<file path="src/rtl/hwm_pkg.sv">
`timescale 1ns / 1ps
`default_nettype none
// ----------------------------------------------------------------------------
// hwm_pkg: shared constants and types of the multilevel Haar transform
// Widths of the sample store, the fixed-point format and the store port bundles.
// ----------------------------------------------------------------------------
package hwm_pkg;

	localparam int MAX_LOG2 = 6;
	localparam int DEPTH    = 1 << MAX_LOG2;
	localparam int ADDR_W   = MAX_LOG2;
	localparam int CNT_W    = MAX_LOG2 + 1;
	localparam int SAMPLE_W = 16;
	localparam int FRAC_W   = MAX_LOG2;
	localparam int COEF_W   = SAMPLE_W + FRAC_W;
	localparam int LOG_W    = 3;

	typedef struct packed {
		logic              we;
		logic [ADDR_W-1:0] addr;
		logic [COEF_W-1:0] data;
	} ram_wr_t;

	typedef struct packed {
		logic              en;
		logic [ADDR_W-1:0] addr;
	} ram_rd_t;

endpackage
`default_nettype wire

</file>
<file path="src/rtl/hwm_ram.sv">
`timescale 1ns / 1ps
`default_nettype none
// ----------------------------------------------------------------------------
// hwm_ram: sample store
// One write port and one read port, read data registered.
// ----------------------------------------------------------------------------
module hwm_ram (
	input  wire logic                              clk,
	input  wire hwm_pkg::ram_wr_t                  wr,
	input  wire hwm_pkg::ram_rd_t                  rd,
	output logic signed [hwm_pkg::COEF_W-1:0]      rd_data
);

	logic [hwm_pkg::COEF_W-1:0] mem [hwm_pkg::DEPTH];

	always_ff @(posedge clk) begin
		if (wr.we) begin
			mem[wr.addr] <= wr.data;
		end
	end

	always_ff @(posedge clk) begin
		if (rd.en) begin
			rd_data <= mem[rd.addr];
		end
	end

endmodule
`default_nettype wire

</file>
<file path="src/rtl/haar_wavelet_multilevel.sv">
`timescale 1ns / 1ps
`default_nettype none
// ----------------------------------------------------------------------------
// haar_wavelet_multilevel: in-place multilevel Haar transform, averaging form
// Loads 2^L samples, runs L butterfly levels in the sample store, then emits
// the approximation and the detail coefficients, coarsest level first.
// ----------------------------------------------------------------------------
//  Channel   Signals                                   Handshake
//  ------    ----------------------------------------  -------------------------
//  input     sample                                    start & !busy
//  result    coefficient, level, last_of_block         valid, one cycle, no stall
//  config    cfg_wdata (length_log2)                   cfg_we
//
//  A sample is taken whenever start is high while the block fills. After the
//  last sample of a block, busy stays high through the butterfly and emit states;
//  every butterfly reads and writes the single store port pair twice. The last
//  coefficient is on the outputs in the first cycle with busy low. Reset clears
//  the fill count and sets length_log2 to 6; the store contents are not cleared.
// ----------------------------------------------------------------------------
module haar_wavelet_multilevel (
	input  wire logic                                  clk,
	input  wire logic                                  arst_n,
	input  wire logic                                  start,
	output logic                                       busy,
	input  wire logic signed [hwm_pkg::SAMPLE_W-1:0]   sample,
	input  wire logic                                  cfg_we,
	input  wire logic [hwm_pkg::LOG_W-1:0]             cfg_wdata,
	output logic                                       valid,
	output logic signed [hwm_pkg::COEF_W-1:0]          coefficient,
	output logic [hwm_pkg::LOG_W-1:0]                  level,
	output logic                                       last_of_block
);

	typedef enum logic [2:0] {
		ST_IDLE,
		ST_RD_A,
		ST_RD_B,
		ST_WR_A,
		ST_WR_B,
		ST_EMIT
	} state_t;

	state_t                          state_q;
	logic [hwm_pkg::LOG_W-1:0]       length_q;
	logic [hwm_pkg::CNT_W-1:0]       load_count_q;
	logic [hwm_pkg::CNT_W-1:0]       bf_i_q;
	logic [hwm_pkg::LOG_W-1:0]       bf_sh_q;
	logic [hwm_pkg::CNT_W-1:0]       em_i_q;
	logic [hwm_pkg::LOG_W-1:0]       em_sh_q;
	logic                            em_first_q;
	logic signed [hwm_pkg::COEF_W-1:0] a_q;
	logic [hwm_pkg::COEF_W-1:0]      diff_q;
	logic                            valid_s1;
	logic [hwm_pkg::LOG_W-1:0]       level_s1;
	logic                            last_s1;

	logic [hwm_pkg::LOG_W-1:0]       lg;
	logic [hwm_pkg::CNT_W-1:0]       n;
	logic [hwm_pkg::CNT_W-1:0]       bf_stride;
	logic [hwm_pkg::CNT_W-1:0]       bf_next_i;
	logic [hwm_pkg::CNT_W-1:0]       bf_b_idx;
	logic [hwm_pkg::CNT_W-1:0]       em_next_i;
	logic [hwm_pkg::COEF_W:0]        sum_w;
	logic [hwm_pkg::COEF_W:0]        dif_w;
	logic signed [hwm_pkg::COEF_W-1:0] rd_data;
	hwm_pkg::ram_wr_t                wr;
	hwm_pkg::ram_rd_t                rd;

	// Out-of-range lengths saturate to the supported span.
	always_comb begin
		priority if (length_q == '0) begin
			lg = hwm_pkg::LOG_W'(1);
		end else if (length_q > hwm_pkg::LOG_W'(hwm_pkg::MAX_LOG2)) begin
			lg = hwm_pkg::LOG_W'(hwm_pkg::MAX_LOG2);
		end else begin
			lg = length_q;
		end
	end

	assign n         = hwm_pkg::CNT_W'(1) << lg;
	assign bf_stride = hwm_pkg::CNT_W'(1) << bf_sh_q;
	assign bf_next_i = bf_i_q + (bf_stride << 1);
	assign bf_b_idx  = bf_i_q + bf_stride;
	assign em_next_i = em_i_q + (hwm_pkg::CNT_W'(2) << em_sh_q);

	// Halving with an arithmetic shift is floor division by two.
	assign sum_w = {a_q[hwm_pkg::COEF_W-1], a_q} + {rd_data[hwm_pkg::COEF_W-1], rd_data};
	assign dif_w = {a_q[hwm_pkg::COEF_W-1], a_q} - {rd_data[hwm_pkg::COEF_W-1], rd_data};

	always_comb begin
		wr = '0;
		rd = '0;
		unique case (state_q)
			ST_IDLE: begin
				if (start) begin
					wr.we   = 1'b1;
					wr.addr = load_count_q[hwm_pkg::ADDR_W-1:0];
					wr.data = {sample, {hwm_pkg::FRAC_W{1'b0}}};
				end
			end
			ST_RD_A: begin
				rd.en   = 1'b1;
				rd.addr = bf_i_q[hwm_pkg::ADDR_W-1:0];
			end
			ST_RD_B: begin
				rd.en   = 1'b1;
				rd.addr = bf_b_idx[hwm_pkg::ADDR_W-1:0];
			end
			ST_WR_A: begin
				wr.we   = 1'b1;
				wr.addr = bf_i_q[hwm_pkg::ADDR_W-1:0];
				wr.data = sum_w[hwm_pkg::COEF_W:1];
			end
			ST_WR_B: begin
				wr.we   = 1'b1;
				wr.addr = bf_b_idx[hwm_pkg::ADDR_W-1:0];
				wr.data = diff_q;
			end
			ST_EMIT: begin
				rd.en   = 1'b1;
				rd.addr = em_first_q ? '0 : em_i_q[hwm_pkg::ADDR_W-1:0];
			end
			default: begin
				wr = '0;
				rd = '0;
			end
		endcase
	end

	hwm_ram u_ram (
		.clk     (clk),
		.wr      (wr),
		.rd      (rd),
		.rd_data (rd_data)
	);

	always_ff @(posedge clk or negedge arst_n) begin
		if (!arst_n) begin
			state_q      <= ST_IDLE;
			length_q     <= hwm_pkg::LOG_W'(hwm_pkg::MAX_LOG2);
			load_count_q <= '0;
			bf_i_q       <= '0;
			bf_sh_q      <= '0;
			em_i_q       <= '0;
			em_sh_q      <= '0;
			em_first_q   <= 1'b0;
			a_q          <= '0;
			diff_q       <= '0;
			valid_s1     <= 1'b0;
			level_s1     <= '0;
			last_s1      <= 1'b0;
		end else begin
			valid_s1 <= 1'b0;
			unique case (state_q)
				ST_IDLE: begin
					if (cfg_we) begin
						length_q     <= cfg_wdata;
						load_count_q <= '0;
					end else if (start) begin
						if (load_count_q + hwm_pkg::CNT_W'(1) == n) begin
							load_count_q <= '0;
							bf_i_q       <= '0;
							bf_sh_q      <= '0;
							state_q      <= ST_RD_A;
						end else begin
							load_count_q <= load_count_q + hwm_pkg::CNT_W'(1);
						end
					end
				end
				ST_RD_A: begin
					state_q <= ST_RD_B;
				end
				ST_RD_B: begin
					a_q     <= rd_data;
					state_q <= ST_WR_A;
				end
				ST_WR_A: begin
					diff_q  <= dif_w[hwm_pkg::COEF_W:1];
					state_q <= ST_WR_B;
				end
				ST_WR_B: begin
					if (bf_next_i < n) begin
						bf_i_q  <= bf_next_i;
						state_q <= ST_RD_A;
					end else if (bf_sh_q + hwm_pkg::LOG_W'(1) == lg) begin
						em_first_q <= 1'b1;
						em_sh_q    <= lg - hwm_pkg::LOG_W'(1);
						em_i_q     <= hwm_pkg::CNT_W'(1) << (lg - hwm_pkg::LOG_W'(1));
						state_q    <= ST_EMIT;
					end else begin
						bf_i_q  <= '0;
						bf_sh_q <= bf_sh_q + hwm_pkg::LOG_W'(1);
						state_q <= ST_RD_A;
					end
				end
				ST_EMIT: begin
					valid_s1 <= 1'b1;
					if (em_first_q) begin
						em_first_q <= 1'b0;
						level_s1   <= '0;
						last_s1    <= 1'b0;
					end else begin
						level_s1 <= lg - em_sh_q;
						last_s1  <= (em_sh_q == '0) && (em_i_q == n - hwm_pkg::CNT_W'(1));
						// Walk the odd multiples of each stride, coarsest stride first.
						if (em_next_i < n) begin
							em_i_q <= em_next_i;
						end else if (em_sh_q == '0) begin
							state_q <= ST_IDLE;
						end else begin
							em_sh_q <= em_sh_q - hwm_pkg::LOG_W'(1);
							em_i_q  <= hwm_pkg::CNT_W'(1) << (em_sh_q - hwm_pkg::LOG_W'(1));
						end
					end
				end
				default: begin
					state_q <= ST_IDLE;
				end
			endcase
		end
	end

	assign busy          = (state_q != ST_IDLE);
	assign valid         = valid_s1;
	assign coefficient   = rd_data;
	assign level         = level_s1;
	assign last_of_block = last_s1;

	// A coefficient only leaves the block in the cycle after an emit read.
	a_valid_after_emit: assert property (@(posedge clk) disable iff (!arst_n)
		valid |-> $past(state_q == ST_EMIT))
		else $error("result strobe without a preceding emit read");

	// The fill count never reaches the block length.
	a_count_in_range: assert property (@(posedge clk) disable iff (!arst_n)
		load_count_q < n)
		else $error("fill count reached the block length");

	// The store never reads and writes one entry in the same cycle.
	a_no_rw_collision: assert property (@(posedge clk) disable iff (!arst_n)
		!(wr.we && rd.en && (wr.addr == rd.addr)))
		else $error("store read and write collide on one entry");

	// The final coefficient closes the emit pass.
	a_last_ends_pass: assert property (@(posedge clk) disable iff (!arst_n)
		(valid && last_of_block) |-> (state_q == ST_IDLE))
		else $error("last coefficient while still transforming");

endmodule
`default_nettype wire

</file>
<file path="config.mk">
export PLATFORM = sky130hd
export DESIGN_NAME = haar_wavelet_multilevel
export DESIGN_NICKNAME = d
export VERILOG_FILES = /design/src/rtl/hwm_pkg.sv /design/src/rtl/hwm_ram.sv /design/src/rtl/haar_wavelet_multilevel.sv
export SDC_FILE = /design/constraint.sdc
export NUM_CORES = 2
export LEC_CHECK = 0
export ABC_AREA = 1
export CORE_ASPECT_RATIO = 0.9
export CORE_MARGIN = 3
export CORE_UTILIZATION = 45
export DETAILED_ROUTE_END_ITERATION = 16
export DONT_BUFFER_PORTS = 1
export HOLD_SLACK_MARGIN = 0.12
export PLACE_DENSITY = 0.64
export SLEW_MARGIN = 20
export SYNTH_ARGS = -nofsm -noshare
export SYNTH_HDL_FRONTEND = slang
export SYNTH_HIERARCHICAL = 1
export SYNTH_SLANG_ARGS = --single-unit
</file>
<file path="constraint.sdc">
create_clock -name clk -period 7.35 [get_ports clk]
set_input_delay 1.47 -clock clk [delete_from_list [all_inputs] [get_ports clk]]
set_output_delay 1.47 -clock clk [all_outputs]
set_load 0.02 [all_outputs]
</file>
# Word level (Yosys, flattened, before mapping)
# Memories as Yosys holds them, arrays and structs flattened. A register that Yosys moved wholly into a read port is not among the register bits.
# Index checks and enable logic that the tools add are counted.
# word_totals
ff_bits,83
mem_bits_rw,1408
inputBits,23
output_inout_bits,28
wordCells,119
memories,1
# classes
addsub,11
magnitude_cmp,3
eq_ne,20
shifts,5
n_mux,50
reduce_logical,16
# mem_list
memory,depth,width,rd,rd_ports_with_merged_regs,wr,line_no,text
u_ram.mem,64,22,1,1,1,hwm_ram.sv:14,logic [hwm_pkg::COEF_W-1:0] mem [hwm_pkg::DEPTH];
# op_table
operator,count
$mux W7,13
$pmux W29 S3,1
$mux W3,21
$mux W29,1
$pmux W7 S2,2
$add A22 B22 Y23,1
$sub A22 B22 Y23,1
$pmux W7 S3,1
$shl A1 B3 Y7 const A,3
$ne A2 B2 Y1 const B,10
$pmux W3 S6,1
$reduce_and A6 Y1,3
$add A7 B7 Y7,2
$eq A7 B7 Y1,2
$lt A7 B7 Y1,2
$pmux W3 S2,2
$reduce_and A5 Y1,2
$logic_not A3 Y1,3
$add A7 B1 Y7 const B,1
$shl A2 B3 Y7 const A,1
$sub A7 B1 Y7 const B,1
$add A6 B6 Y6,1
$eq A3 B2 Y1 const B,2
$eq A3 B3 Y1 const B,2
16 further kinds,26

# Depth between registers and ports, before layout
# depth
word_depth,9
depth_mapped,24
depth_no_buf,24

# By module
# The synthesis kept the hierarchy.
# by_module_without_submodules
module,instances,cells_each,area_per_inst_um2,seq_area_each_um2
hwm_ram,1,4800,57433.8,42941.2
haar_wavelet_multilevel,1,1182,8022.7,2054.5

# Least setup slack after synthesis
# Ideal clock, no wire load.
# synth_path
path_type,reg-to-reg
from,register u_ram/rd_data[5] in the netlist's numbering (read register of u_ram.mem)
to,"memory u_ram/mem[0][6] in the netlist's numbering, data pin"
setup_time_ps,1009
t_arrival_ps,5627
required_time_ps,6341
path_slack_ps,715
stages_incl_launch_ff,9
path_buffers,1
period_less_slack_ps,6635
cell_sequence,edfxtp_1 > inv_1 > ha_1 > buf_2 > nor2_1 > nand3_1 > a31oi_1 > nor3_1 > o311ai_0
# synth_lines
item,line_no,text
"start, declared",hwm_ram.sv:11,output logic signed [hwm_pkg::COEF_W-1:0] rd_data
"end, declared",hwm_ram.sv:14,

==> results.md <==
* Starting Density at 45.4%
* Vias in the first global route at 42.1k
* Tcrit/Tclk final at 65.2%
* Yosys synthesis warning count at 6
* Clk buf depth at 3
* Tmin final at 4.79 ns
* Congestion Overflow GR at 0
* Core area at 144,000 um2
* Drt total wl at 180 mm
* Post-synth ARST share at 5.42%
* Kind of critical path: flip-flop to flip-flop
* GP Congestion at 0.910
* Final core occ at 50.4%
* Min Hold Slack at 0.392 ns
* Final setup viols at 0
* Die area at 150,000 um2
* CTS clk-pin slew, worst paths at 0.07 ns
* Antenna violations before repair at 5
* Antenna-violating nets left at 0
* Post-Synth XOR/XNOR Area at 0.640%
* Die Ht at 368 um
* Initial drt markers at 6,181
* Vias at 45.0k
* Skew-Pair Late Insertion Delay at 0.79 ns
* DP HPWL at 100 mm
* Adder-cell share of the synthesized area at 1.67%
* Leakage at 27.2 nW
* Average routed wire per standard cell at 22.6 um
* Post-synthesis sequential area ratio at 68.7%
* # IOs at 51
* Simple-gate portion of the synthesized area at 23.4%
* Tot GR Track Use at 23.7%
* Post-layout nets at 6,029
* Cells after synthesis at 5,982
* Max_cap viols at 0
* CTS Root Cell: clkbuf_16
* DP Area at 67,800 um2
* Synth Flop Type: edfxtp_1
* Final Slew Violations at 0
* Via-to-Cell Ratio at 5.63
* Residual DRC count at 0
* Beginning of the worst register-to-register path: state_q[0]
* Multi-input logic area at 18,600 um2
* Area grow syn2layout at 11.0%
* Final hold vios at 0
* Mean post-synth cell area at 10.9 um2
* Power Dens Cells at 232 nW/um2
* Layout cell share with drive strength beyond 1 at 7.66%
* Worst Tran Pin Value at 1.27 ns
* Final setup margin at 2.56 ns
* # fillers at 12.5k
* Setup Skew at 0.0441 ns
* Register Area at 45,000 um2
* Hold/Removal Path Class: primary input to async pin
* CTS tree: built
* Fin area at 72,700 um2
* Num rows at 132
* Reg-to-reg endpoint: u_ram/rd_data[4]
* Fmax at 209 MHz
* Post-synthesis mux area share at 0.0153%
* Largest family of logic cells by synthesized area: simple AND/OR/NAND/NOR gates
* CTS Buf Count at 151
* Worst EP required at 7.96 ns
* Critical Path Start Type: flip-flop
* CTS sink count at 1,512
* Slew headroom at 15.5%
* Number of synthesized flops with an enable pin at 1,430
* Synth Register Bits at 1,512
* Critical path fanouts, max at 127
* RSZ-0062 raised after global routing: false
* Status: finished clean
* Data arrival, critical path at 5.40 ns
* R2R cell count at 15
* Resized Gates After CTS at 0
* Netlist cell types at 61
* Peak supply drop at 0.196 mV
* Global-route wire length before repair at 270 mm
* Post-CTS setup buffers at 0
* Crit. End Element: flip-flop
* TNS Setup at 0 ns
* Synth Net Count at 6,090
* Largest net degree at the start of global routing at 187
* Area fraction in compound gates after synthesis at 2.05%
* Crit path from: state_q[0]
* Cts hold-fix bufs at 0
* Critical Path End: u_ram/rd_data[4]
* Port Buffers at 0
* Pre-CTS WS at 1.96 ns
* Die W at 408 um
* H-tree depth at 4
* Cell area after synthesis at 65,500 um2
* Reg2reg setup slack at 2.56 ns
* Drt pass-1 iters at 6
==> how the worst min path moves through the flow <==
stage / endpoint
after floorplan: em_i_q[0]
after global placement: diff_q[21]
after detailed placement: diff_q[11]
after CTS: em_i_q[0]
after global routing: bf_i_q[6]
final: diff_q[17]
==> cell usage after synthesis, types with 37 or more instances <==
master       n  area share, %
dfrtp_1     80            3.1
nand3_1   1283            9.8
xor2_1      37           0.50
buf_2      194            1.5
nand2_1   2097             12
edfxtp_1  1430             66
a21oi_1     67           0.51
nor2_1     124           0.71
buf_1       40           0.23
o21ai_0     90           0.69
clkbuf_1    84           0.48
inv_1      178            1.0
ha_1        81            1.5
==> where the power goes <==
part / leakage (nW) / switching, mW / total (mW) / internal [mW]
logic: 10.6 / 0.0124 / 0.0214 / 0.00900
clock network: 2.33 / 3.31 / 7.52 / 4.20
registers: 14.3 / 0.0164 / 9.34 / 9.33
==> through the flow <==
| step | instances | power, mW |
|---|---|---|
| global route | 7989 | 17.3 |
| finish | 7991 | 16.9 |
| detailed placement | 7710 | 9.55 |
| floorplan | 5982 | 9.54 |
| CTS | 7987 | 17.0 |
| global placement | 7710 | 9.54 |
==> worst max-delay path, stage by stage (launching register included) <==
cell	delay (ns)
dfrtp_1	0.41
inv_1	0.12
nor2_1	0.17
nand2_1	0.07
buf_4	0.21
nor2_1	0.38
inv_1	0.36
o221ai_4	0.37
buf_12	0.60
buf_4	0.68
nand3_1	0.15
nand2_1	0.19
nand2_1	0.07
nand3_1	0.19
nand3_1	0.21
nand2_1	0.21
==> sequential cells by signal, indices dropped and copies added, names as in the netlist <==
register	count
a_q	22
bf_i_q	6
bf_sh_q	3
diff_q	22
em_first_q	1
em_i_q	7
em_sh_q	3
last_of_block	1
length_q	3
level	3
load_count_q	7
state_q	3
u_ram/mem	1408
u_ram/rd_data	22
valid	1
==> metal layers <==
metal  part of all wire (%)  global-route usage, %  routed length [um]
met1                     42                   34.9               76200
met5                      0                      0                   0
met2                     44                   35.2               80200
met4                    3.3                   7.95                5870
met3                     10                   4.59               18000
==> cell usage in the layout, fill, tap and decap left out, types with 9 or more instances in the layout <==
cell | Yosys | final
xor2_1 | 37 | 37
clkinv_2 | 0 | 25
clkbuf_1 | 84 | 28
a21oi_1 | 67 | 67
o21ai_0 | 90 | 87
nor2_2 | 3 | 53
ha_1 | 81 | 81
edfxtp_1 | 1430 | 1430
clkinv_1 | 3 | 38
nor2_1 | 124 | 67
nand4_1 | 21 | 21
clkbuf_16 | 0 | 154
dfrtp_1 | 80 | 80
xnor2_1 | 9 | 9
buf_4 | 17 | 110
nand3_1 | 1283 | 1274
buf_12 | 0 | 13
nor2_4 | 4 | 11
nand2_1 | 2097 | 2097
bufinv_16 | 0 | 9
inv_6 | 0 | 9
inv_1 | 178 | 178
nand3_2 | 2 | 11
o21ai_1 | 11 | 11
nor3_1 | 11 | 11
==> cell families (layout without fill, tap and decap cells) <==
family                   count (synthesis)  count (layout)
flip-flops                            1512            1512
XOR/XNOR                                47              47
buffers and inverters                  526             589
other                                    1               4
multiplexers                             1               1
adder cells (fa/ha/maj)                 85              85
AO/OA/AOI/OAI                          231             231
AND/OR/NAND/NOR                       3579            3579
==> layout make-up <==
class                      instances  area share (%)
sequential                      1512            61.9
clock buffer                     183            5.47
tap                             1943            3.35
clock inverter                    94            1.15
antenna                            3          0.0103
inverter                         189            1.01
multi-input combinational       3944            25.6
timing repair buffer             123            1.49
Power figures use the tool's default switching activity.
